`config.mk`:
```
export PLATFORM = sky130hd
export DESIGN_NAME = r2p_div_cell
export DESIGN_NICKNAME = d
export VERILOG_FILES = /design/src/hw/rtl/assert_macros.svh /design/src/hw/rtl/r2p_pkg.sv /design/src/hw/rtl/r2p_div_cell.sv
export SDC_FILE = /design/constraint.sdc
export NUM_CORES = 1
export LEC_CHECK = 0
export BUFFER_PORTS_ARGS = -buffer_cell sky130_fd_sc_hd__buf_2
export CAP_MARGIN = 20
export CORE_ASPECT_RATIO = 1.75
export CORE_MARGIN = 3
export CORE_UTILIZATION = 46
export CTS_CLUSTER_SIZE = 20
export DETAILED_ROUTE_END_ITERATION = 8
export GPL_ROUTABILITY_DRIVEN = 0
export MAX_ROUTING_LAYER = met4
export PLACE_DENSITY_LB_ADDON = 0.2
export SYNTH_ARGS = -nofsm -noshare
export SYNTH_HDL_FRONTEND = slang
export SYNTH_SLANG_ARGS = --single-unit
```
`constraint.sdc`:
```
create_clock -name clk -period 3.1 [get_ports clk]
set_input_delay 0.775 -clock clk [delete_from_list [all_inputs] [get_ports clk]]
set_output_delay 0.775 -clock clk [all_outputs]
set_load 0.01 [all_outputs]
```
`src/hw/rtl/assert_macros.svh`:
```
// Assertion macros shared by the rectangular-to-polar converter.
// Depends on nothing; included by the top level.
`ifndef ASSERT_MACROS_SVH
`define ASSERT_MACROS_SVH
// Implication checked in the next cycle, disabled during reset.
`define ASSERT_NEXT(label, clk, rst_n, a, b) \
	label: assert property (@(posedge clk) disable iff (!rst_n) (a) |=> (b)) \
	else $error("assertion failed");
// Implication checked in the same cycle, disabled during reset.
`define ASSERT_SAME(label, clk, rst_n, a, b) \
	label: assert property (@(posedge clk) disable iff (!rst_n) (a) |-> (b)) \
	else $error("assertion failed");
`endif

```
`src/hw/rtl/r2p_pkg.sv`:
```
// Types, constants and helpers for the rectangular-to-polar converter.
// Depends on nothing.
package r2p_pkg;
	localparam int CoordBits = 16;
	localparam int AbsBits = CoordBits;
	localparam int SqBits = 2 * AbsBits + 1;
	localparam int RootBits = AbsBits + 1;
	localparam int RatioBits = 16;
	localparam int RBits = RatioBits + 1;
	localparam int QuotBits = RBits;
	localparam int DivCells = RBits;
	localparam int SqrtCells = RootBits;
	localparam int AngleFracBits = 13;
	localparam int PolyFrac = 30;
	localparam int PBits = 34;
	localparam int AccBits = 36;
	localparam int Depth = 26;
	localparam int DivStart = 2;
	localparam int PolyStart = DivStart + DivCells;
	localparam int PolySteps = 6;

	localparam logic signed [PBits-1:0] CoefC5 = -34'sd49925210;
	localparam logic signed [PBits-1:0] CoefC3 = 34'sd171062341;
	localparam logic signed [PBits-1:0] CoefC1 = -34'sd351782264;
	localparam logic signed [AccBits-1:0] HalfPi = 36'sd1686629759;
	localparam logic signed [AccBits-1:0] Pi = 36'sd3373259519;

	typedef struct packed {
		logic signed [CoordBits-1:0] x_coord;
		logic signed [CoordBits-1:0] y_coord;
	} point_t;

	typedef struct packed {
		logic [15:0] magnitude;
		logic signed [15:0] angle;
	} polar_t;

	// Octant folding flags carried alongside the data.
	typedef struct packed {
		logic zero;
		logic swap;
		logic xneg;
		logic yneg;
	} fold_t;

	// Square-root cell state: remainder, partial root.
	typedef struct packed {
		logic [SqBits-1:0] rad;
		logic [RootBits-1:0] root;
	} sqrt_t;

	// Divider cell state.
	typedef struct packed {
		logic [AbsBits:0] part;
		logic [AbsBits-1:0] den;
		logic [QuotBits-1:0] quo;
	} div_t;

	// Multiply by s or r in Q.16 and round to nearest, ties away from zero.
	function automatic logic signed [PBits-1:0] mul_round(
		input logic signed [PBits-1:0] p, input logic [RBits-1:0] m);
		logic signed [PBits+RBits:0] prod;
		logic [PBits+RBits:0] mag;
		logic [PBits+RBits:0] res;
		prod = p * $signed({1'b0, m});
		mag = prod[PBits+RBits] ? -prod : prod;
		res = (mag + (1 << (RatioBits - 1))) >> RatioBits;
		mul_round = prod[PBits+RBits] ? -res[PBits-1:0] : res[PBits-1:0];
	endfunction
endpackage

```
`src/hw/rtl/r2p_div_cell.sv`:
```
// One restoring divider cell: produces one quotient bit per cycle.
// Depends on r2p_pkg.
module r2p_div_cell import r2p_pkg::*; (
	input  logic clk,
	input  div_t in_d,
	output div_t out_q
);
	logic [AbsBits:0] diff;
	logic take;

	// Try the denominator against the partial remainder.
	always_comb begin
		take = in_d.part >= {1'b0, in_d.den};
		diff = take ? in_d.part - {1'b0, in_d.den} : in_d.part;
	end

	// Hand on the remainder, doubled for the next bit, and the new quotient bit.
	always_ff @(posedge clk) begin
		out_q.den <= in_d.den;
		out_q.part <= {diff[AbsBits-1:0], 1'b0};
		out_q.quo <= {in_d.quo[QuotBits-2:0], take};
	end
endmodule

```
==> results of run 1 <==
## final cells by class
cell class	count	area, um2	area share [%]
Clock inverter	3	28.78	1.021
Multi-Input combinational cell	130	1035	36.72
Inverter	22	82.58	2.931
Clock buffer	5	68.82	2.442
Timing Repair Buffer	107	558.0	19.80
Tap cell	51	63.81	2.265
Sequential cell	49	980.9	34.81
## metal layers
layer	global-route usage, %	wire length [um]
met2	34.62	2576
met3	3.490	249
met1	14.13	1511
met4	8.897	85
met5	-	0
## power groups by stage
stage               clock (mW)  sequential (mW)  combinational (mW)
finish                   0.397            0.709               0.393
global route             0.435            0.715               0.436
CTS                      0.414            0.711               0.400
detailed placement           0            0.725               0.398
global placement             0            0.722               0.393
floorplan                    0            0.764               0.216
## cell families (layout without fill, tap and decap cells)
group	count (synthesis)	after routing	share of synthesized area [%]
buffers and inverters	27	137	5.679
DFF	49	49	45.90
muxes	15	15	8.841
AOI/OAI and AO/OA	55	55	17.68
adders and majority gates	17	17	10.30
other	1	1	0.1755
and+or+nand+nor	33	33	7.728
xor gates and xnor gates	9	9	3.689
## worst max-delay path, delay by kind of cell
kind / cells / cell delay (ps)
and+or+nand+nor: 2 / 280
AOI/OAI and AO/OA: 4 / 870
adders and majority gates: 2 / 620
buffers and inverters: 2 / 280
## layout by cell type (no fill, tap or decap), types with 2 or more instances in the layout
cell type and n:
o31a_1 2, a21boi_0 2, buf_4 9, nor2_1 12
mux2_4 6, dfxtp_1 49, inv_1 22, nand2_1 8
nor2b_1 3, nand3_1 3, xnor2_1 6, o21a_1 3
a21oi_1 14, mux2i_1 2, buf_2 98, a21o_1 7
ha_1 16, xor2_1 3, nand4_1 2, clkbuf_8 5
o21ai_0 12, mux2_2 7, a211oi_1 5
## metrics by stage
step | hold slack [ps] | worst slack, ps | power [mW]
6_report | 554.7 | 490.7 | 1.499
5_1_grt | 536.1 | 315.2 | 1.586
4_1_cts | 545.5 | 465.8 | 1.525
3_5_place_dp | 879.1 | 137.6 | 1.123
3_3_place_gp | 877.3 | 111.0 | 1.115
2_1_floorplan | 802.7 | 299.5 | 0.9796
## path summary, 6_finish.rpt
kind	slack (ps)	startpoint	end	cells after the start
worst max-delay path	490	in_d[17]	out_q[46]	10
worst min-delay path	550	in_d[7]	out_q[8]	1
==> impl_metrics.env, run 1 <==
export IMPL_ir_drop_mv=0.3675
export IMPL_sw_frac_of_total_pct=29.16
export IMPL_top_register="out_q"
export IMPL_wl_um=4421
export IMPL_cts_htree_levels=2
export IMPL_dieWidth_um=57.53
export IMPL_syn_area_per_cell_um2=10.37
export IMPL_fin_nets=383
export IMPL_fill_cells=401
export IMPL_drc_errors=0
export IMPL_p_seq_share_pct=47.3
export IMPL_yosys_warnings=0
export IMPL_syn_cell_area_um2=2137
export IMPL_path_class="input pin to flop"
export IMPL_viasPerCell=4.916
export IMPL_cts_setup_buffers=0
export IMPL_grt_pass1_wl_um=7169
export IMPL_dieArea_um2=5532
export IMPL_dp_cells=359
export IMPL_synth_seq_area_share_pct=45.90
export IMPL_crit_arrival_ps=2810
export IMPL_cp_required_ps=3300
export IMPL_ctsHoldBuffers=0
export IMPL_antenna_found_initial=0
export IMPL_status="finished clean"
export IMPL_synth_seq_cells=49
export IMPL_comb_power_share_pct=26.2
export IMPL_syn_inst=206
export IMPL_synth_main_ff_cell="dfxtp_1"
export IMPL_stdcell_count=367
export IMPL_reg_top3="out_q x49"
export IMPL_row_count=32
export IMPL_drive_above_1_share_pct=42.09
export IMPL_overflow=0
export IMPL_cts_resized=0
export IMPL_hold_viol=0
export IMPL_yosysMostFrequentCell="dfxtp_1"
export IMPL_final_util_pct=63.40
export IMPL_synthTopCellsByCount="49 x dfxtp_1, 22 x inv_1, 16 x ha_1"
export IMPL_ant_nets=0
export IMPL_cts_tree="done"
export IMPL_largest_reg_flops=49
export IMPL_tightest_slew_ps=534.9
export IMPL_synth_top_cell_area_share_pct=45.90
export IMPL_coreArea_um2=4444
export IMPL_synth_edff_count=0
export IMPL_initial_core_util_pct=48.09
export IMPL_syn_nets=274
export IMPL_ys_async_sr_fraction_pct=0
export IMPL_hp_class="input pin to flop"
export IMPL_cts_path_max_buffers=2
export IMPL_crit_chain="buf_2, ha_1, fa_1, nor2b_1, o31ai_1, a211oi_1, buf_4, nor2_1, a32o_1, o31a_1"
export IMPL_p_leak_nw=1.455
export IMPL_antenna_cells=0
export IMPL_power_density_nw_per_um2=532.0
export IMPL_rsz0062_at_grt="false"
export IMPL_critical_path_max_stage_delay_ps=400
export IMPL_first_pass_iters=4
export IMPL_final_cell_area_um2=2818
export IMPL_min_period_over_period_pct=84.17
export IMPL_numCtsBuffers=5
export IMPL_period_needed_ps=2609
export IMPL_cts_root_buf="clkbuf_8"
export IMPL_clkPwrFrac_pct=26.5
export IMPL_wl_per_cell_um=12.05
export IMPL_grt_use_total_pct=17.27
export IMPL_cp_end_kind="flop"
export IMPL_finalSetupViolCount=0
export IMPL_clkSinkCount=49
export IMPL_grt_pass1_vias=1782
export IMPL_io_pins=101
export IMPL_fmax_mhz=383.2
export IMPL_p_sw_mw=0.4372
export IMPL_maxSlewViolCount=0
export IMPL_portBuffers=98
export IMPL_fin_tns_setup_ps=0
export IMPL_cap_violations=0
export IMPL_placed_cell_area_um2=2720
export IMPL_crit_fanout=4
export IMPL_synth_cell_types=40
export IMPL_synth_top_cell_by_area="dfxtp_1"
export IMPL_clk_pin_slew_worst_paths_ps=100
export IMPL_syn2layout_area_growth_pct=31.85
export IMPL_dp_hpwl_um=3706
export IMPL_vias=1804
export IMPL_die_height_um=96.17
export IMPL_worstSetupStartpointType="input pin"
export IMPL_grt_max_degree=19
export IMPL_maxSlewHeadroom_pct=63.96
export IMPL_cp_slowest_cell="fa_1"
export IMPL_synth_area_top_cells="dfxtp_1 46%, ha_1 9.4%, mux2_4 4.2%, inv_1 3.9%, mux2_2 3.7%"
export IMPL_drt_iter0_markers=16
export IMPL_p_int_mw=1.062
No activity file was read; power rests on OpenSTA's default activity.
==> run 2, diff against run 1 <==
--- a/config.mk
+++ b/config.mk
@@ -5,11 +5,12 @@
 export SDC_FILE = /design/constraint.sdc
 export NUM_CORES = 1
 export LEC_CHECK = 0
+export ABC_AREA = 1
 export BUFFER_PORTS_ARGS = -buffer_cell sky130_fd_sc_hd__buf_2
 export CAP_MARGIN = 20
 export CORE_ASPECT_RATIO = 1.75
 export CORE_MARGIN = 3
-export CORE_UTILIZATION = 46
+export CORE_UTILIZATION = 43
 export CTS_CLUSTER_SIZE = 20
 export DETAILED_ROUTE_END_ITERATION = 8
 export GPL_ROUTABILITY_DRIVEN = 0
==> constraint.sdc (replaced) <==
create_clock -name clk -period 2.15 [get_ports clk]
set_input_delay 0.5375 -clock clk [delete_from_list [all_inputs] [get_ports clk]]
set_output_delay 0.5375 -clock clk [all_outputs]
set_load 0.01 [all_outputs]
==> run 2 against run 1 <==
  * Sequential power rose by 44%
  * Critical path depth increased by 3
  * Critical endpoint unchanged
  * Synthesized cell count grew 55%
  * Power is 44% higher
==> impl_metrics.env, run 2 <==
export IMPL_top_register="out_q"
export IMPL_largest_reg_flops=49
export IMPL_synth_edff_count=0
export IMPL_wl_per_cell_um=11.09
export IMPL_grt_max_degree=16
export IMPL_mostFrequentLayoutCells="120 x nand2_1, 98 x buf_2, 60 x inv_1"
export IMPL_status="finished clean"
export IMPL_io_pins=101
export IMPL_synth_xor_area_share_pct=2.274
export IMPL_ant_nets=0
export IMPL_dieWidth_um=61.42
export IMPL_syn2layout_area_growth_pct=32.92
export IMPL_drt_iter0_markers=55
export IMPL_crit_fanout=4
export IMPL_synth_top_cell_by_area="dfxtp_1"
export IMPL_maxSlewViolCount=0
export IMPL_fin_nets=511
export IMPL_min_path_cells=1
export IMPL_die_height_um=103.0
export IMPL_crit_arrival_ps=2070
export IMPL_fmax_mhz=534.8
export IMPL_syn_inst=320
export IMPL_dp_cells=490
export IMPL_dieArea_um2=6325
export IMPL_stdcell_count=498
export IMPL_cts_root_buf="clkbuf_8"
export IMPL_cap_violations=0
export IMPL_p_leak_nw=1.852
export IMPL_met1_usage_pct=15.33
export IMPL_path_class="input pin to flop"
export IMPL_overflow=0
export IMPL_initial_core_util_pct=45.65
export IMPL_yosys_area_share_simple_pct=30.97
export IMPL_synth_main_ff_cell="dfxtp_1"
export IMPL_placed_cell_area_um2=2984
export IMPL_numCtsBuffers=5
export IMPL_synth_area_top_cells="dfxtp_1 42%, nand2_1 19%, inv_1 9.7%, ha_1 8.7%, nand3_1 3.7%"
export IMPL_busiest_layer="met2"
export IMPL_ys_async_sr_fraction_pct=0
export IMPL_cp_end_kind="flop"
export IMPL_synth_cell_types=24
export IMPL_met3_usage_pct=3.885
export IMPL_clk_pin_slew_worst_paths_ps=90
export IMPL_syn_nets=388
export IMPL_hp_class="input pin to flop"
export IMPL_reg_top3="out_q x49"
export IMPL_clkSinkCount=49
export IMPL_row_count=34
export IMPL_yosys_area_share_adder_pct=9.529
export IMPL_grt_pass1_vias=2030
export IMPL_drc_errors=0
export IMPL_syn_cell_area_um2=2311
export IMPL_worstSetupStartpointType="input pin"
export IMPL_vias=2294
export IMPL_synth_compound_area_share_pct=2.707
export IMPL_met2_usage_pct=34.09
export IMPL_dp_hpwl_um=4636
export IMPL_first_pass_iters=4
export IMPL_min_period_over_period_pct=86.96
export IMPL_synthTopCellsByCount="120 x nand2_1, 60 x inv_1, 49 x dfxtp_1"
export IMPL_antenna_found_initial=0
export IMPL_ctsHoldBuffers=0
export IMPL_cts_tree="done"
export IMPL_synthMuxAreaShare_pct=0
export IMPL_yosys_warnings=0
export IMPL_hold_viol=0
export IMPL_portBuffers=98
export IMPL_synth_top_cell_area_share_pct=42.45
export IMPL_synth_top_family_by_area="simple AND/OR/NAND/NOR gates"
export IMPL_fill_cells=500
export IMPL_yosysMostFrequentCell="nand2_1"
export IMPL_ir_drop_mv=0.3315
export IMPL_cts_resized=0
export IMPL_period_needed_ps=1870
export IMPL_viasPerCell=4.606
export IMPL_drive_above_1_share_pct=30.41
export IMPL_finalSetupViolCount=0
export IMPL_synth_seq_area_share_pct=42.45
export IMPL_mostFrequentLayoutCell="nand2_1"
export IMPL_coreArea_um2=5062
export IMPL_wl_um=5523
export IMPL_synth_seq_cells=49
export IMPL_cts_path_max_buffers=2
export IMPL_grt_use_total_pct=18.50
export IMPL_syn_area_per_cell_um2=7.222
export IMPL_cts_htree_levels=2
export IMPL_antenna_cells=0
export IMPL_power_density_nw_per_um2=703.4
export IMPL_cp_required_ps=2350
export IMPL_rsz0062_at_grt="false"
export IMPL_grt_pass1_wl_um=8376
export IMPL_cts_setup_buffers=0
export IMPL_final_cell_area_um2=3072
==> run 2: stage by stage <==
step / hold WS (ps) / setup WS, ps / util [%] / setup TNS [ps] / power (mW)
after floorplan: 565.2 / 266.4 / - / 0 / 1.392
after global placement: 639.6 / -30.77 / 58.95 / -163.2 / 1.632
after detailed placement: 641.7 / -62.82 / 58.95 / -643.3 / 1.642
after CTS: 323.1 / 259.2 / 60.68 / 0 / 2.185
after global routing: 313.9 / 123.6 / 60.68 / 0 / 2.301
final: 329.4 / 280.3 / 60.68 / 0 / 2.161
==> run 2: cell families after synthesis <==
family | after synthesis
simple gates | 171
flops | 49
other cells | 1
fa+ha+maj | 17
buf+inv | 64
compound gates | 12
xor+xnor | 6
==> run 2: worst paths after layout <==
check / startpoint / end
setup / recovery: in_d[24] / out_q[46]
hold / removal: in_d[0] / out_q[1]
==> run 2: worst max-delay path, stage by stage <==
cell     delay (ps)
buf_2            90
inv_1            40
ha_1            380
nand2_1         100
nor2_1          170
nand2_1         100
nor2_1          150
nor2_1           70
nand2_2          80
inv_1            90
buf_4           170
nand2_1          50
nand2_1          60
==> run 2: layout make-up <==
type | instances | area (um2) | area share [%]
Multi-Input combinational cell | 207 | 1055 | 34.34
Sequential cell | 49 | 980.9 | 31.93
Timing Repair Buffer | 120 | 655.6 | 21.34
Inverter | 60 | 225.2 | 7.332
Clock buffer | 6 | 72.57 | 2.363
Tap cell | 54 | 67.56 | 2.200
Clock inverter | 2 | 15.01 | 0.4888
==> run 2: routing by layer <==
layer,routed length [um],up-vias,share of wire [%]
li1,-,1206,-
met1,1895,973,34
met2,2921,91,53
met3,389,24,7.0
met4,315,0,5.7
met5,0,-,0
==> run 2: power by group <==
part           leakage [nW]  switching, mW  total, mW  internal (mW)
Clock                0.0374          0.316      0.545          0.230
Sequential            0.413         0.0168       1.02          0.998
Combinational          1.40          0.335      0.600          0.265
Total                  1.85          0.668       2.16           1.49
