==> src/hw/rtl/assert_macros.svh <==
// Assertion macros shared by the rectangular-to-polar converter.
// Depends on nothing; included by the top level.
`ifndef ASSERT_MACROS_SVH
`define ASSERT_MACROS_SVH
// Implication checked in the next cycle, disabled during reset.
`define ASSERT_NEXT(label, clk, rst_n, a, b) \
	label: assert property (@(posedge clk) disable iff (!rst_n) (a) |=> (b)) \
	else $error("assertion failed");
// Implication checked in the same cycle, disabled during reset.
`define ASSERT_SAME(label, clk, rst_n, a, b) \
	label: assert property (@(posedge clk) disable iff (!rst_n) (a) |-> (b)) \
	else $error("assertion failed");
`endif

==> src/hw/rtl/r2p_pkg.sv <==
// Types, constants and helpers for the rectangular-to-polar converter.
// Depends on nothing.
package r2p_pkg;
	localparam int CoordBits = 16;
	localparam int AbsBits = CoordBits;
	localparam int SqBits = 2 * AbsBits + 1;
	localparam int RootBits = AbsBits + 1;
	localparam int RatioBits = 16;
	localparam int RBits = RatioBits + 1;
	localparam int QuotBits = RBits;
	localparam int DivCells = RBits;
	localparam int SqrtCells = RootBits;
	localparam int AngleFracBits = 13;
	localparam int PolyFrac = 30;
	localparam int PBits = 34;
	localparam int AccBits = 36;
	localparam int Depth = 26;
	localparam int DivStart = 2;
	localparam int PolyStart = DivStart + DivCells;
	localparam int PolySteps = 6;

	localparam logic signed [PBits-1:0] CoefC5 = -34'sd49925210;
	localparam logic signed [PBits-1:0] CoefC3 = 34'sd171062341;
	localparam logic signed [PBits-1:0] CoefC1 = -34'sd351782264;
	localparam logic signed [AccBits-1:0] HalfPi = 36'sd1686629759;
	localparam logic signed [AccBits-1:0] Pi = 36'sd3373259519;

	typedef struct packed {
		logic signed [CoordBits-1:0] x_coord;
		logic signed [CoordBits-1:0] y_coord;
	} point_t;

	typedef struct packed {
		logic [15:0] magnitude;
		logic signed [15:0] angle;
	} polar_t;

	// Octant folding flags carried alongside the data.
	typedef struct packed {
		logic zero;
		logic swap;
		logic xneg;
		logic yneg;
	} fold_t;

	// Square-root cell state: remainder, partial root.
	typedef struct packed {
		logic [SqBits-1:0] rad;
		logic [RootBits-1:0] root;
	} sqrt_t;

	// Divider cell state.
	typedef struct packed {
		logic [AbsBits:0] part;
		logic [AbsBits-1:0] den;
		logic [QuotBits-1:0] quo;
	} div_t;

	// Multiply by s or r in Q.16 and round to nearest, ties away from zero.
	function automatic logic signed [PBits-1:0] mul_round(
		input logic signed [PBits-1:0] p, input logic [RBits-1:0] m);
		logic signed [PBits+RBits:0] prod;
		logic [PBits+RBits:0] mag;
		logic [PBits+RBits:0] res;
		prod = p * $signed({1'b0, m});
		mag = prod[PBits+RBits] ? -prod : prod;
		res = (mag + (1 << (RatioBits - 1))) >> RatioBits;
		mul_round = prod[PBits+RBits] ? -res[PBits-1:0] : res[PBits-1:0];
	endfunction
endpackage

==> src/hw/rtl/r2p_sqrt_cell.sv <==
// One restoring square-root cell: settles one root bit per cycle.
// Depends on r2p_pkg.
module r2p_sqrt_cell import r2p_pkg::*; (
	input  logic clk,
	input  logic [4:0] bit_idx,
	input  sqrt_t in_d,
	output sqrt_t out_q
);
	logic [SqBits-1:0] trial;
	logic [SqBits-1:0] b2;

	// Trial subtraction of (2*root + 1) shifted to this bit position.
	always_comb begin
		b2 = SqBits'(1) << (2 * bit_idx);
		trial = (SqBits'(in_d.root) << (bit_idx + 5'd1)) + b2;
	end

	always_ff @(posedge clk) begin
		if (in_d.rad >= trial) begin
			out_q.rad <= in_d.rad - trial;
			out_q.root <= in_d.root | (RootBits'(1) << bit_idx);
		end else begin
			out_q <= in_d;
		end
	end
endmodule

==> config.mk <==
export PLATFORM = sky130hd
export DESIGN_NAME = r2p_sqrt_cell
export DESIGN_NICKNAME = d
export VERILOG_FILES = /design/src/hw/rtl/assert_macros.svh /design/src/hw/rtl/r2p_pkg.sv /design/src/hw/rtl/r2p_sqrt_cell.sv
export SDC_FILE = /design/constraint.sdc
export NUM_CORES = 1
export LEC_CHECK = 0
export BUFFER_PORTS_ARGS = -buffer_cell sky130_fd_sc_hd__buf_4
export CORE_ASPECT_RATIO = 1.1
export CORE_MARGIN = 5
export CORE_UTILIZATION = 58
export CTS_CLUSTER_DIAMETER = 30
export DETAILED_ROUTE_END_ITERATION = 7
export PLACE_DENSITY = 0.87
export SKIP_CTS_REPAIR_TIMING = 1
export SYNTH_ARGS = -nofsm -noshare
export SYNTH_HDL_FRONTEND = slang
export SYNTH_SLANG_ARGS = --single-unit
==> constraint.sdc <==
create_clock -name clk -period 8.9 [get_ports clk]
set_clock_uncertainty 0.2 [all_clocks]
set_input_delay 0.89 -clock clk [delete_from_list [all_inputs] [get_ports clk]]
set_output_delay 0.89 -clock clk [all_outputs]
set_load 0.03 [all_outputs]
==> impl_summary.txt, run 1 <==
----------------------------------------------------
[Outcome]
  Status ... completed

[Synth]
  Share of flip-flops with an asynchronous set or reset after synthesis ... 0%
  Number of enable flip-flop cells after synthesis ... 0
  Mapped cell area ... 5740 um^2
  Largest cells by area after synthesis ... sky130_fd_sc_hd__dfxtp_1, sky130_fd_sc_hd__ha_1, sky130_fd_sc_hd__mux2_2, sky130_fd_sc_hd__a21o_1, sky130_fd_sc_hd__xnor2_1
  Mean instance size in the synthesized netlist ... 8.33 um^2
  Number of different library cells in the post-synthesis netlist ... 70
  Most repeated cell in the gate-level netlist after synthesis ... sky130_fd_sc_hd__nor2_1
  Syn Inst Count ... 689
  Most frequent cells after synthesis ... sky130_fd_sc_hd__nor2_1, sky130_fd_sc_hd__ha_1, sky130_fd_sc_hd__dfxtp_1
  Library cell occupying the most area in the post-synthesis netlist ... sky130_fd_sc_hd__dfxtp_1
  Area share of the largest cell type after synthesis ... 17.4%
  Part of the Yosys area used for sequential elements ... 17.4%
  Flops & latches, synth ... 50
  Number of warnings issued by yosys ... 0
  Post-Syn Nets ... 802
  Prevailing post-synth register cell ... sky130_fd_sc_hd__dfxtp_1

[GRT]
  GRT Residual Overflow ... 0
  Pin count of the biggest net entering global routing ... 32
  First-pass GRT wire length ... 28300 um
  Via count of the first global-routing pass ... 5583
  Antenna violations before repair ... 0
  All-layer global routing usage ... 29.1%

[Cells and area]
  Number of flip-flops under the largest register name ... 50
  Utilization of the core after routing ... 69.0%
  # diodes ... 0
  Non-Filler Instances ... 905
  Proportion of layout cells with a drive suffix above 1 ... 23.9%
  Number of nets in the final layout ... 897
  Biggest regs ... out_q (50)
  Layout overhead on the synthesized area ... 17.7%
  Register ranked first by flip-flop count ... out_q
  Fill count ... 823

[Worst setup path]
  Cell with the biggest individual delay on the critical path ... sky130_fd_sc_hd__ha_1
  Data required, critical path ... 8910 ps
  Crit path buf inv count ... 4
  Type of origin of the critical path ... input pin
  Worst path top cell family by delay ... compound AO/OA/AOI/OAI gates
  Kind of critical path ... input pin to flop
  Delay contributed by the slowest stage of the critical path ... 570 ps
  Peak fanout along the critical path ... 30
  Arrival time worst endpoint ... 8390 ps
  Worst Setup End Kind ... flop

[Route]
  First-iteration detailed-routing DRC count ... 415
  Total Routed Length ... 18000 um
  DR WL/cell ... 19.9 um
  Count of antenna-violating nets left after detailed routing ... 0
  Vias ... 5681
  Average via count per standard cell ... 6.28
  DRC errors left ... 0
  Count of TritonRoute iterations in the first routing pass ... 6

[STA]
  Headroom to the max-slew limit ... 40.8%
  Worst Tran Pin Value ... 865 ps
  Total Negative Setup Slacks ... 0 ps
  Top achievable clock speed ... 119 MHz
  Final clock period utilization by the worst path ... 94.2%
  Final Hold Fails ... 0
  Final setup violation count ... 0
  Final Slew Violations ... 0
  Setup repair after global routing missed its margin ... false
  Final critical-path required period ... 8380 ps

[Clocking]
  Clk root buf ... sky130_fd_sc_hd__clkbuf_8
  H-tree depth ... 2
  CTS tree ... built
  Maximum buffer depth of the clock tree ... 2
  Number of buffers created by CTS ... 5
  Clk pin slew, worst setup/hold paths ... 90 ps
  Sink count of the clock tree ... 50

[Floorplanning]
  DIE WIDTH ... 105 um
  Die H ... 114 um
  Area of the die ... 12000 um^2
  CORE AREA ... 9790 um^2
  Total number of placement rows ... 38
  Effective utilization at floorplan ... 58.6%
  Boundary Pins ... 106

[Place]
  HPWL after DPL ... 14700 um
  Port buffer count ... 105
  Global placer's final weighted congestion ... 1.01
  Post-placement cell count ... 896

[Power and ir drop]
  Max VDD drop ... 0.0000985 V
  Total internal power ... 686 uW
  Clock network fraction of total power ... 13.7%
  Share of power burned in combinational logic ... 62.1%
  P_sw ... 541 uW
  Proportion of total power due to net switching ... 44.1%
  Areal power density over the cells ... 182 nW/um^2
  Power share of the sequential group ... 24.2%
  Leakage power summed over all cells ... 0.00306 uW

[Flow run]
  Max-cap violations ... 0

[Hold path]
  Type of the worst min-delay path ... input pin to flop

----------------------------------------------------
-- logic make-up (layout without fill, tap and decap cells) --
family / count (synthesis) / after routing / synth area share [%]
AND/OR/NAND/NOR: 204 / 204 / 16.9
AO/OA/AOI/OAI: 190 / 191 / 22.7
multiplexers: 79 / 79 / 17.1
XOR/XNOR: 63 / 63 / 9.75
adder cells (fa/ha/maj): 57 / 57 / 12.6
flip-flops: 50 / 50 / 17.4
buffers and inverters: 46 / 141 / 3.64
-- final cells by class --
class | count | area [um^2] | area share, %
multi-input cells | 594 | 4550 | 67.3
well taps | 120 | 150 | 2.22
clock buffers | 6 | 72.6 | 1.07
repair buffers | 116 | 883 | 13.1
inverters | 17 | 63.8 | 0.944
clock inverters | 2 | 37.5 | 0.556
flip-flops and latches | 50 | 1000 | 14.8
-- per-stage QoR --
| stage | hold slack [ps] | worst slack, ps | cell area, um^2 | total power, uW |
|---|---|---|---|---|
| 4_1_cts | 572 | 502 | 6750 | 1220 |
| 5_1_grt | 578 | 159 | 6760 | 1300 |
| 3_3_place_gp | 898 | 530 | 6640 | 1030 |
| 2_1_floorplan | 776 | 1600 | 5740 | 826 |
| 6_report | 575 | 519 | 6760 | 1230 |
| 3_5_place_dp | 898 | 197 | 6640 | 1050 |
-- path summary, 6_finish.rpt --
path                  startpoint           endpoint  slack, ps  cells after the start
worst max-delay path  bit_idx[0]  out_q[19]$_DFF_P_        520                     28
worst min-delay path    in_d[12]  out_q[12]$_DFF_P_        570                      2
-- per-layer routing --
metal | GRT usage, % | vias to the layer above | part of all wire, %
li1 | - | 2725 | -
met1 | 35.2 | 2626 | 40
met2 | 50.3 | 269 | 48
met3 | 4.34 | 61 | 6.5
met4 | 14.6 | 0 | 5.0
met5 | 0 | - | 0
-- placed cells by master (no fill, tap or decap), drive strengths merged, types with 3 or more instances in the layout --
master and instances:
nor3 13, a31oi 14, nor2b 9, or2 3, buf 116, xnor2 37
o21ai 28, mux2 49, o211ai 5, o31ai 4, a211oi 3, a21oi 39
clkbuf 6, ha 56, o21bai 12, o22ai 5, dfxtp 50, nand2 47
inv 16, a21o 42, and3 6, and2 13, o21a 7, a41oi 3
nor2 73, a21boi 4, mux4 9, mux2i 21, nand4 5, nand3 18
nand2b 7, xor2 26
-- power by group through the flow --
stage / clock, uW / sequential (uW) / combinational, uW
after CTS: 171 / 297 / 751
final: 168 / 297 / 762
after global routing: 183 / 303 / 814
after floorplan: 0 / 420 / 406
after detailed placement: 0 / 302 / 746
after global placement: 0 / 300 / 733
No activity file was read; power rests on OpenSTA's default activity.
==> inputs of run 2 (changes only) <==
==> constraint.sdc (replaced) <==
create_clock -name clk -period 8.9 [get_ports clk]
set_clock_uncertainty 0.2 [all_clocks]
set_input_delay 1.335 -clock clk [delete_from_list [all_inputs] [get_ports clk]]
set_output_delay 1.335 -clock clk [all_outputs]
set_load 0.03 [all_outputs]
==> run 2 against run 1 <==
Fmax grew 5.6%. Critical path depth up 2. Sequential power barely moved. Die area did not move. Non-clock buffer count is 8 higher. Total power decreased by 0.68%. Highest routed layer unchanged. Global-route usage up 1.3 points.
==> impl_summary.txt, run 2 (synthesized netlist as in run 1, its figures left out) <==
----------------------------------------------------
[Power and ir drop]
  P_sw ... 547 uW
  Areal power density over the cells ... 179 nW/um^2
  Leakage power summed over all cells ... 0.00310 uW
  Power share of the sequential group ... 24.4%
  Max VDD drop ... 0.000103 V
  Share of power burned in combinational logic ... 63.3%
  Power Total ... 1220 uW
  Proportion of total power due to net switching ... 44.9%
  Total internal power ... 672 uW
  Clock network fraction of total power ... 12.3%

[Floorplanning]
  Effective utilization at floorplan ... 58.6%
  Boundary Pins ... 106
  Die H ... 114 um
  DIE WIDTH ... 105 um
  CORE AREA ... 9790 um^2
  Area of the die ... 12000 um^2
  Total number of placement rows ... 38

[Route]
  Count of TritonRoute iterations in the first routing pass ... 5
  First-iteration detailed-routing DRC count ... 408
  Vias ... 5866
  Count of antenna-violating nets left after detailed routing ... 0
  DRC errors left ... 0
  DR WL/cell ... 20.6 um
  Average via count per standard cell ... 6.43
  Total Routed Length ... 18700 um

[Clocking]
  Clk pin slew, worst setup/hold paths ... 100 ps
  Clk root buf ... sky130_fd_sc_hd__clkbuf_8
  H-tree depth ... 2
  Sink count of the clock tree ... 50
  Number of buffers created by CTS ... 5
  CTS tree ... built
  Maximum buffer depth of the clock tree ... 2

[Cells and area]
  Proportion of layout cells with a drive suffix above 1 ... 24.7%
  Biggest regs ... out_q (50)
  Register ranked first by flip-flop count ... out_q
  Utilization of the core after routing ... 69.5%
  Layout overhead on the synthesized area ... 18.6%
  Most used cells in the layout excluding fill and tap cells ... sky130_fd_sc_hd__buf_4, sky130_fd_sc_hd__nor2_1, sky130_fd_sc_hd__ha_1
  # diodes ... 0
  Number of flip-flops under the largest register name ... 50
  Number of nets in the final layout ... 904
  Most common cell after layout, fill and taps aside ... sky130_fd_sc_hd__buf_4

[Worst setup path]
  Type of origin of the critical path ... input pin
  Crit path buf inv count ... 3
  Delay contributed by the slowest stage of the critical path ... 590 ps
  Data required, critical path ... 8900 ps
  Worst path top cell family by delay ... compound AO/OA/AOI/OAI gates
  Worst Setup End Kind ... flop
  Cell with the biggest individual delay on the critical path ... sky130_fd_sc_hd__ha_1
  Kind of critical path ... input pin to flop
  CP most frequent cell ... sky130_fd_sc_hd__ha_1
  Peak fanout along the critical path ... 30
  Arrival time worst endpoint ... 7940 ps

[STA]
  Final critical-path required period ... 7930 ps
  Crit path setup slack, layout ... 965 ps
  Total Negative Setup Slacks ... 0 ps
  Final Slew Violations ... 0
  Worst Tran Pin Value ... 789 ps
  Final clock period utilization by the worst path ... 89.2%
  Headroom to the max-slew limit ... 46.0%
  Final setup violation count ... 0
  Setup repair after global routing missed its margin ... false
  Final Hold Fails ... 0
  Top achievable clock speed ... 126 MHz

[Place]
  HPWL after DPL ... 15400 um
  Placement-stage worst setup slack ... 831 ps
  Global placer's final weighted congestion ... 0.998
  Port buffer count ... 105

[Hold path]
  Type of the worst min-delay path ... input pin to flop

[Outcome]
  Status ... completed

[GRT]
  First-pass GRT wire length ... 29600 um
  Antenna violations before repair ... 0
  GRT Residual Overflow ... 0
  All-layer global routing usage ... 30.4%
  Pin count of the biggest net entering global routing ... 31
  Via count of the first global-routing pass ... 5812

[Flow run]
  Max-cap violations ... 0

----------------------------------------------------
-- run 2: cell types whose count changed in the layout (fill, tap and decap cells not counted) --
cell | before | now
sky130_fd_sc_hd__a21oi_2 | 1 | 0
sky130_fd_sc_hd__clkbuf_8 | 5 | 6
sky130_fd_sc_hd__bufinv_16 | 1 | 0
sky130_fd_sc_hd__clkbuf_1 | 1 | 0
sky130_fd_sc_hd__clkinv_2 | 0 | 1
sky130_fd_sc_hd__buf_4 | 115 | 122
sky130_fd_sc_hd__buf_12 | 1 | 2
-- run 2: layout make-up --
cell class	count	area [um^2]
Clock buffer	6	82.6
Clock inverter	2	12.5
Fill cell	816	2990
Inverter	17	63.8
Multi-Input combinational cell	593	4540
Sequential cell	50	1000
Tap cell	120	150
Timing Repair Buffer	124	956
-- run 2: worst paths after layout --
path | from | endpoint | slack, ps | cells after the start
setup / recovery | bit_idx[0] | out_q[21]$_DFF_P_ | 970 | 30
hold / removal | in_d[11] | out_q[11]$_DFF_P_ | 1020 | 2
-- run 2: power by group through the flow --
stage | registers [uW] | clock network [uW] | logic, uW
2_1_floorplan | 420 | 0 | 406
3_3_place_gp | 301 | 0 | 744
3_5_place_dp | 303 | 0 | 761
4_1_cts | 298 | 151 | 765
5_1_grt | 304 | 164 | 823
6_report | 298 | 150 | 771
-- run 2: metrics by stage --
| step | hold WS, ps | std cells | instance area (um^2) |
|---|---|---|---|
| after floorplan | 1220 | 689 | 5740 |
| after global placement | 1350 | 904 | 6710 |
| after detailed placement | 1350 | 904 | 6710 |
| after CTS | 1020 | 912 | 6810 |
| after global routing | 1020 | 912 | 6810 |
| final | 1020 | 912 | 6810 |
-- run 2: routing by layer --
| metal | vias up | share of wire (%) | global-route usage (%) |
|---|---|---|---|
| met1 | 2745 | 39 | 35.0 |
| met5 | - | 0 | 0 |
| met3 | 73 | 6.5 | 5.08 |
| met4 | 0 | 5.7 | 16.5 |
| met2 | 306 | 49 | 53.7 |
| li1 | 2742 | - | - |
==> inputs of run 3 (changes only) <==
--- a/config.mk
+++ b/config.mk
@@ -5,12 +5,13 @@
 export SDC_FILE = /design/constraint.sdc
 export NUM_CORES = 1
 export LEC_CHECK = 0
+export ABC_CLOCK_PERIOD_IN_PS = 8900
 export BUFFER_PORTS_ARGS = -buffer_cell sky130_fd_sc_hd__buf_4
 export CORE_ASPECT_RATIO = 1.1
-export CORE_MARGIN = 5
 export CORE_UTILIZATION = 58
 export CTS_CLUSTER_DIAMETER = 30
 export DETAILED_ROUTE_END_ITERATION = 7
+export MAX_ROUTING_LAYER = met4
 export PLACE_DENSITY = 0.87
 export SKIP_CTS_REPAIR_TIMING = 1
 export SYNTH_ARGS = -nofsm -noshare
==> run 3 against run 2 <==
Total power increased by 1.2%. Die area decreased by 14%. Non-clock buffer count decreased by 4. Global-route usage increased by 6.3 points. Largest cell class unchanged. Largest power group unchanged.
==> impl_summary.txt, run 3 (synthesized netlist as in run 1, its figures left out) <==
----------------------------------------------------
[Outcome]
  Status ... completed

[Route]
  Count of TritonRoute iterations in the first routing pass ... 7
  First-iteration detailed-routing DRC count ... 371
  Average via count per standard cell ... 6.51
  Total Routed Length ... 18600 um
  Vias ... 5896
  DRC errors left ... 0
  DR WL/cell ... 20.6 um
  Count of antenna-violating nets left after detailed routing ... 0

[Clocking]
  Sink count of the clock tree ... 50
  Clk pin slew, worst setup/hold paths ... 100 ps
  Clk root buf ... sky130_fd_sc_hd__clkbuf_8
  CTS tree ... built
  Number of buffers created by CTS ... 5
  Maximum buffer depth of the clock tree ... 2
  H-tree depth ... 2

[GRT]
  Via count of the first global-routing pass ... 5712
  Antenna violations before repair ... 0
  First-pass GRT wire length ... 29200 um
  All-layer global routing usage ... 36.8%
  Pin count of the biggest net entering global routing ... 31
  GRT Residual Overflow ... 0

[STA]
  Final clock period utilization by the worst path ... 93.7%
  Total Negative Setup Slacks ... 0 ps
  Final Slew Violations ... 0
  Final critical-path required period ... 8340 ps
  Headroom to the max-slew limit ... 39.3%
  Top achievable clock speed ... 120 MHz
  Final Hold Fails ... 0
  Final setup violation count ... 0
  Setup repair after global routing missed its margin ... false
  Worst Tran Pin Value ... 887 ps

[Worst setup path]
  Kind of critical path ... input pin to flop
  Worst setup path startpoint ... bit_idx[0]
  Arrival time worst endpoint ... 8350 ps
  Delay contributed by the slowest stage of the critical path ... 500 ps
  Worst path top cell family by delay ... compound AO/OA/AOI/OAI gates
  Capture point of the worst path ... out_q[36]$_DFF_P_
  Data required, critical path ... 8910 ps
  Worst Setup End Kind ... flop
  Number of stages on the worst setup path ... 32
  Crit path buf inv count ... 6
  Cell with the biggest individual delay on the critical path ... sky130_fd_sc_hd__ha_2
  Type of origin of the critical path ... input pin
  Peak fanout along the critical path ... 30

[Power and ir drop]
  Max VDD drop ... 0.000111 V
  Leakage power summed over all cells ... 0.00307 uW
  Power Total ... 1230 uW
  Areal power density over the cells ... 182 nW/um^2

[Cells and area]
  Combined area of the multi-input logic cells ... 4540 um^2
  Most used cells in the layout excluding fill and tap cells ... sky130_fd_sc_hd__buf_4, sky130_fd_sc_hd__nor2_1, sky130_fd_sc_hd__ha_1
  Number of nets in the final layout ... 900
  # diodes ... 0
  Most common cell after layout, fill and taps aside ... sky130_fd_sc_hd__buf_4
  Area taken by flip-flops and latches ... 1000 um^2
  Number of flip-flops under the largest register name ... 50
  Layout overhead on the synthesized area ... 17.9%
  Proportion of layout cells with a drive suffix above 1 ... 24.4%
  Fill count ... 789
  Biggest regs ... out_q (50)
  Register ranked first by flip-flop count ... out_q

[Floorplanning]
  Die H ... 106 um
  DIE WIDTH ... 96.8 um
  Effective utilization at floorplan ... 60.5%
  Area of the die ... 10300 um^2
  Boundary Pins ... 106
  CORE AREA ... 9490 um^2
  Total number of placement rows ... 37

[Hold path]
  Type of the worst min-delay path ... input pin to flop

[Flow run]
  Max-cap violations ... 0

[Place]
  Port buffer count ... 105
  Global placer's final weighted congestion ... 1.03
  HPWL after DPL ... 15100 um

----------------------------------------------------
-- run 3: layout make-up --
| cell class | count | area share [%] |
|---|---|---|
| clock inverters | 2 | 0.555 |
| multi-input cells | 593 | 67.1 |
| clock buffers | 6 | 1.07 |
| inverters | 17 | 0.943 |
| well taps | 117 | 2.16 |
| repair buffers | 120 | 13.3 |
| flip-flops and latches | 50 | 14.8 |
-- run 3: power breakdown --
part           switching (uW)  total [uW]  internal (uW)
registers                17.1         299            282
logic                     444         764            320
clock network            86.2         170           84.1
total                     548        1230            686
-- run 3: how the worst min path moves through the flow --
stage | from | to | slack, ps | cells past startpoint
finish | in_d[12] | out_q[12]$_DFF_P_ | 1010 | 2
global route | in_d[11] | out_q[11]$_DFF_P_ | 1010 | 2
CTS | in_d[12] | out_q[12]$_DFF_P_ | 1000 | 2
detailed placement | in_d[12] | out_q[12]$_DFF_P_ | 1340 | 2
global placement | in_d[12] | out_q[12]$_DFF_P_ | 1340 | 2
floorplan | in_d[0] | out_q[0]$_DFF_P_ | 1220 | 1
-- run 3: per-layer routing --
layer | wire (um) | vias to the layer above | track usage, %
met5 | 0 | - | -
met4 | 1170 | 0 | 23.5
met3 | 1330 | 90 | 4.60
met2 | 9030 | 364 | 61.7
met1 | 7080 | 2718 | 41.5
li1 | - | 2724 | -
-- run 3: metrics by stage --
step	cells	setup slack (ps)	cell area, um^2	hold slack, ps	utilization [%]
6_report	905	564	6760	1010	71.3
5_1_grt	905	107	6760	1010	71.3
4_1_cts	905	641	6760	1000	71.2
3_5_place_dp	897	310	6650	1340	70.1
3_3_place_gp	897	533	6650	1340	70.1
2_1_floorplan	689	1160	5740	1220	-
